[src/rtl/wopa_pkg.sv]
`timescale 1ns / 1ps
// ----------------------------------------------------------------------------
// wopa_pkg: shared types and constants of the outer-product accumulator
// Request and result structs, command codes and the triangle index tables.
// ----------------------------------------------------------------------------
package wopa_pkg;

	localparam int ENERGY_BITS  = 16;
	localparam int WEIGHT_BITS  = 16;
	localparam int CUT_BITS     = 16;
	localparam int SET_ID_BITS  = 4;
	localparam int FLAG_BITS    = 9;
	localparam int NUM_SETS_DEF = 9;
	localparam int NVEC         = 6;
	localparam int NTRI         = 21;
	localparam int KW           = 5;
	localparam int IDXW         = 3;
	localparam int SUM_BITS     = 64;
	localparam int PROD_BITS    = 2 * ENERGY_BITS;
	localparam int TERM_BITS    = PROD_BITS + WEIGHT_BITS + 1;
	localparam logic signed [ENERGY_BITS-1:0] ONE_VALUE = ENERGY_BITS'(16);
	localparam logic [FLAG_BITS-1:0] FLAGS_RESET = FLAG_BITS'(384);

	typedef enum logic [1:0] {
		CMD_ACC   = 2'd0,
		CMD_LOAD  = 2'd1,
		CMD_CLEAR = 2'd2,
		CMD_READ  = 2'd3
	} cmd_t;

	typedef enum logic {
		REG_TOWER_CUT  = 1'b0,
		REG_TOWER_SETS = 1'b1
	} reg_idx_t;

	typedef struct packed {
		cmd_t                          command;
		logic [SET_ID_BITS-1:0]        set_id;
		logic signed [ENERGY_BITS-1:0] tc;
		logic signed [ENERGY_BITS-1:0] t1;
		logic signed [ENERGY_BITS-1:0] t2;
		logic signed [ENERGY_BITS-1:0] t3;
		logic signed [ENERGY_BITS-1:0] t4;
		logic [WEIGHT_BITS-1:0]        weight;
		logic signed [CUT_BITS-1:0]    cut_low_value;
		logic signed [CUT_BITS-1:0]    cut_high_value;
	} req_t;

	typedef struct packed {
		logic [IDXW-1:0]            row;
		logic [IDXW-1:0]            col;
		logic signed [SUM_BITS-1:0] sum_value;
		logic                       last;
	} res_t;

	function automatic logic [IDXW-1:0] tri_row(input logic [KW-1:0] k);
		logic [IDXW-1:0] r;
		if (k < KW'(6)) r = IDXW'(0);
		else if (k < KW'(11)) r = IDXW'(1);
		else if (k < KW'(15)) r = IDXW'(2);
		else if (k < KW'(18)) r = IDXW'(3);
		else if (k < KW'(20)) r = IDXW'(4);
		else r = IDXW'(5);
		return r;
	endfunction

	function automatic logic [IDXW-1:0] tri_col(input logic [KW-1:0] k);
		logic [KW-1:0] c;
		if (k < KW'(6)) c = k;
		else if (k < KW'(11)) c = k - KW'(5);
		else if (k < KW'(15)) c = k - KW'(9);
		else if (k < KW'(18)) c = k - KW'(12);
		else if (k < KW'(20)) c = k - KW'(14);
		else c = KW'(5);
		return c[IDXW-1:0];
	endfunction

endpackage

[src/rtl/wopa_mac.sv]
`timescale 1ns / 1ps
// ----------------------------------------------------------------------------
// wopa_mac: shared weighted multiply-accumulate unit
// Two multiply stages followed by a saturating add into the sum memory.
// ----------------------------------------------------------------------------
module wopa_mac import wopa_pkg::*; #(
	parameter int AW = 9
) (
	input  logic                          clk,
	input  logic                          arst_n,
	input  logic                          go,
	input  logic signed [ENERGY_BITS-1:0] vi,
	input  logic signed [ENERGY_BITS-1:0] vj,
	input  logic [WEIGHT_BITS-1:0]        weight,
	input  logic [AW-1:0]                 addr,
	input  logic signed [SUM_BITS-1:0]    old_s1,
	output logic                          wr_en,
	output logic [AW-1:0]                 wr_addr,
	output logic signed [SUM_BITS-1:0]    wr_data
);

	logic                          go_s1, go_s2;
	logic [AW-1:0]                 addr_s1, addr_s2;
	logic signed [PROD_BITS-1:0]   prod_s1;
	logic signed [TERM_BITS-1:0]   term_s2;
	logic signed [SUM_BITS-1:0]    old_s2;
	logic signed [SUM_BITS:0]      sum_wide;

	always_ff @(posedge clk or negedge arst_n) begin
		if (!arst_n) begin
			go_s1 <= 1'b0;
			go_s2 <= 1'b0;
		end else begin
			go_s1 <= go;
			go_s2 <= go_s1;
		end
	end

	always_ff @(posedge clk) begin
		prod_s1 <= vi * vj;
		addr_s1 <= addr;
		term_s2 <= TERM_BITS'(prod_s1) * TERM_BITS'($signed({1'b0, weight}));
		old_s2  <= old_s1;
		addr_s2 <= addr_s1;
	end

	// The weighted product always fits in 64 bits; only the addition saturates.
	assign sum_wide = {old_s2[SUM_BITS-1], old_s2} + (SUM_BITS+1)'(term_s2);

	always_comb begin
		if (sum_wide[SUM_BITS] != sum_wide[SUM_BITS-1]) begin
			wr_data = sum_wide[SUM_BITS] ? {1'b1, {(SUM_BITS-1){1'b0}}}
				: {1'b0, {(SUM_BITS-1){1'b1}}};
		end else begin
			wr_data = sum_wide[SUM_BITS-1:0];
		end
	end

	assign wr_en   = go_s2;
	assign wr_addr = addr_s2;

endmodule

[config.mk]
export PLATFORM = sky130hd
export DESIGN_NAME = wopa_mac
export DESIGN_NICKNAME = d
export VERILOG_FILES = /design/src/rtl/wopa_pkg.sv /design/src/rtl/wopa_mac.sv
export SDC_FILE = /design/constraint.sdc
export NUM_CORES = 2
export LEC_CHECK = 0
export ABC_AREA = 1
export ABC_CLOCK_PERIOD_IN_PS = 9850
export BUFFER_PORTS_ARGS = -buffer_cell sky130_fd_sc_hd__buf_4
export CAP_MARGIN = 10
export CORE_ASPECT_RATIO = 1.4
export CORE_MARGIN = 4
export CORE_UTILIZATION = 57
export DETAILED_ROUTE_END_ITERATION = 16
export PLACE_DENSITY = 0.75
export SETUP_SLACK_MARGIN = 0.05
export SYNTH_ARGS = -nofsm -noshare
export SYNTH_HDL_FRONTEND = slang
export SYNTH_SLANG_ARGS = --single-unit
[constraint.sdc]
create_clock -name clk -period 9.85 [get_ports clk]
set_clock_uncertainty 0.1 [all_clocks]
set_input_delay 0.985 -clock clk [delete_from_list [all_inputs] [get_ports clk]]
set_output_delay 0.985 -clock clk [all_outputs]
set_load 0.02 [all_outputs]
==> Word level (Yosys, flattened, before mapping) <==
Cells that the tools add are included.
{ "op_classes": {"add_sub_neg": 1, "n_mul": 2, "eq_ne": 1, "mux": 2} }
{ "ops": {"columns": ["operator", "n"], "rows": [
  ["64-bit two-way mux", 2],
  ["64-bit by 49-bit adder with 65-bit output", 1],
  ["32-bit by 17-bit multiplier with 49-bit output", 1],
  ["16-bit by 16-bit multiplier with 32-bit output", 1],
  ["1-bit inequality test", 1]
]} }
{ "word_totals": {"register_bits": 165, "inputBits": 124, "output_inout_bits": 74, "wordCells": 13} }

==> Depth between registers and ports, before layout <==
{ "logic_depth": {"depth_word": 3, "ltp_mapped": 28, "ltp_nobuf": 26} }

==> Worst setup path after synthesis <==
No wires, ideal clock.
{ "synth_path": {"path_type": "input -> register", "start": "input port vj[5]", "end": "register prod_s1[29]", "arrival_ps": 6048, "required_time_ps": 9638, "slack_ps": 3590, "cell_stages": 22, "path_buffers": 2, "path_cell_list": "clkbuf_1 -> clkbuf_1 -> nand2_1 -> fa_1 -> inv_1 -> fa_1 -> fa_1 -> fa_1 -> fa_1 -> inv_1 -> fa_1 -> inv_1 -> ha_1 -> a21oi_1 -> o21ai_0 -> a21oi_1 -> nand3_1 -> a21o_1 -> nand2_1 -> nand2_1 -> nand2_1 -> nand2_1"} }
{ "synth_between": {"elab_chain_len": 1} }
{ "synth_lines": {"columns": ["element", "line", "text"], "rows": [
  ["start: declaration", "wopa_mac.sv:13", "input logic signed [ENERGY_BITS-1:0] vj,"],
  ["16-bit by 16-bit multiplier with 32-bit output", "wopa_mac.sv:40", "prod_s1 <= vi * vj;"],
  ["end signal: assignment", "wopa_mac.sv:40", null],
  ["end: declaration", "wopa_mac.sv:24", "logic signed [PROD_BITS-1:0] prod_s1;"]
]} }
Every way passes these cells.

==> Worst setup path after layout <==
{ "layout_path": {"start": "input port weight[2]", "end": "register term_s2[45]"} }
{ "layout_between": {"elab_chain_len": 1} }
{ "layout_lines": {"columns": ["element", "line", "text"], "rows": [
  ["start: declaration", "wopa_mac.sv:14", "input logic [WEIGHT_BITS-1:0] weight,"],
  ["32-bit by 17-bit multiplier with 49-bit output", "wopa_mac.sv:42", "term_s2 <= TERM_BITS'(prod_s1) * TERM_BITS'($signed({1'b0, weight}));"],
  ["end signal: assignment", "wopa_mac.sv:42", null],
  ["end: declaration", "wopa_mac.sv:25", "logic signed [TERM_BITS-1:0] term_s2;"]
]} }
Every way passes these cells.

==> flow_summary.ini <==
[run_status]
status = completed

[grt]
grt_pass1_wl_um = 180000
grt_overflow = 0
grt_max_degree = 64
grt_pass1_vias = 35600
grt_usage_pct = 31.5
antenna_found_initial = 1

[floorplanning]
die_area_sq_um = 71900
core_sq_um = 66800
start_util_pct = 57.7
chipHeight_um = 316
io_pins = 198
num_rows = 112
fp.dieW_um = 228

[sta]
final_hold_viol_count = 0
setup_viol = 0
worst_pin_slew_ns = 0.964
clock.fmax_ghz = 0.143
slew_headroom_pct = 35.6
timing.final.crit_share_pct = 70.8
fin_crit_ns = 6.97
setup_tns_ns = 0
finalMaxSlewViolations = 0
rsz0062_at_grt = false

[cells_and_area]
layout-drive-gt1-share_pct = 5.07
diodes = 0
synthToLayoutAreaGrowth_pct = 6.37
fin_util_pct = 61.4
n_fill_cell = 6198
design_area_sq_um = 41000
fin_nets = 6429

[worst_setup_path]
path_class = in2reg
critPathMaxFanout = 32
end_kind = flop
cp_data_arrival_time_ns = 7.26
start_kind = input pin
required_ns = 10.14

[clocking]
ctsHtreeMaxLevel = 4
cts_setup_buffers = 0
clk_latency_ns = 0.49
cts_tree = done
cts.repair.resized = 0
ctsHoldBuffers = 0
cts-root-buf = clkbuf_16
cts_max_path_buffers = 2
cts.sinks = 165
numCtsBuffers = 17
clkTransAtPathRegs_ns = 0.08

[logic_synthesis]
netlist_instances = 5250
synth_top_family_by_area = adder cells
synth_top_area_cell = fa_1
synth_xor_area_share_pct = 2.57
synth-simple-area-share_pct = 19.9
synth_compound_area_share_pct = 4.64
syn_avg_cell_area_sq_um = 7.34
ys_seq_area_share_pct = 8.59
ys.flop_type = dfxtp_1
synth_common_cells = nand2_1 (1528), inv_1 (1516), fa_1 (752)
synth_edf_count = 0
syn_area_sq_um = 38600
async_flop_share_pct = 1.21
muxShareOfSynthArea_pct = 0
yosys.cell_count.top_type = nand2_1
synth_cell_type_count = 45
ys_top_cells_by_area = fa_1 (39%), nand2_1 (15%), inv_1 (15%)
synth_fa_ha_area_share_pct = 47.6
synth_top_area_share_pct = 39.0
yosys_warnings = 0
ys_ff_latch = 165
synthesis.nets = 6389

[drt]
ant_nets = 0
vias = 32300
routedWlPerCell_um = 17.9
dr.pass1.iters = 8
drt_wl_total_um = 110000
drt_iter0_markers = 1603
viasPerCell = 5.24
drcViolationCount = 0

[place]
portBuffers = 197
gp_congestion = 0.968
post_dp_cell_area_sq_um = 40400
dp_hpwl_um = 94100

[hold_path]
hold_path_class = in2async

[job]
maxCapViolCount = 0
[metrics by stage]
| step | instances | hold slack, ns | setup slack [ns] |
|---|---|---|---|
| final | 6158 | 0.166 | 2.88 |
| after global routing | 6158 | 0.152 | 2.58 |
| after CTS | 6158 | 0.147 | 2.83 |
| after detailed placement | 6126 | 0.212 | 2.35 |
| after global placement | 6126 | 0.211 | 2.42 |
| after floorplan | 5250 | 0.210 | 3.59 |
[cell type report]
type                       count  area, sq um  share of cell area [%]
timing repair buffer         201         1510                    3.68
clock inverter                15          180                   0.439
tap                          855         1070                    2.61
clock buffer                  17          425                    1.04
multi-input combinational   3384        28800                    70.2
inverter                    1521         5710                    13.9
sequential                   165         3310                    8.08
[cells in the final DEF (no fill, tap or decap), types with 6 or more instances in the layout]
cell and count:
nand3_1 95, a21o_1 12, xnor2_1 34, inv_1 1516, o21ai_0 67, clkbuf_16 17
xor2_1 79, fa_1 752, dfxtp_1 163, nor3_1 22, o21a_1 8, o21bai_1 40
nor2_1 226, a31oi_1 15, or2_2 10, nor4_1 9, buf_4 201, ha_1 263
nand2_1 1528, nor2_2 6, a21oi_1 149, nand4_1 26, nand2_2 7, a21boi_0 9
[per-layer routing]
metal	vias to the layer above	GRT usage, %	share of wire (%)
li1	15000	-	-
met1	15500	32.5	34
met2	1222	60.4	53
met3	456	4.05	5.2
met4	2	19.1	7.1
met5	-	0	0.012
[registers in the layout, summed over array words and instances, names as in the netlist]
name / count
addr_s1: 9
go_s1: 1
old_s2: 64
prod_s1: 32
term_s2: 49
wr_addr: 9
wr_en: 1
[worst paths after layout]
path	startpoint	end	slack [ns]	cells past startpoint
setup / recovery	weight[2]	term_s2[45]$_DFF_P_	2.88	19
hold / removal	arst_n	go_s1$_DFF_PN0_	0.17	1
setup reg to reg	prod_s1[31]$_DFF_P_	term_s2[45]$_DFF_P_	2.93	18
hold reg to reg	addr_s1[5]$_DFF_P_	wr_addr[5]$_DFF_P_	0.22	0
max in group asynchronous	arst_n	wr_en$_DFF_PN0_	9.40	1
min in group clk	addr_s1[5]$_DFF_P_	wr_addr[5]$_DFF_P_	0.22	0
[worst max-delay path, cell delays in order]
cell and delay (ns):
buf_4 0.38, nand2_1 0.25, fa_1 0.80, fa_1 0.45, inv_1 0.31, fa_1 0.51, fa_1 0.50, fa_1 0.49
inv_1 0.05, fa_1 0.48, inv_1 0.04, ha_1 0.39, nand2_1 0.13, nor2_1 0.15, inv_1 0.09, nor4_1 0.56
o21ai_0 0.41, nand4_1 0.20, nand2_1 0.06
[cells by family (layout without fill, tap and decap cells)]
group	after synthesis	after routing
XOR/XNOR	113	113
adder cells (fa/ha/maj)	1015	1015
flip-flops	165	165
buffers and inverters	1701	1754
AND/OR/NAND/NOR	1944	1944
AO/OA/AOI/OAI	312	312
Power is not shown: default switching activity piles up to over one toggle a cycle in this logic, so the estimate is an artifact.
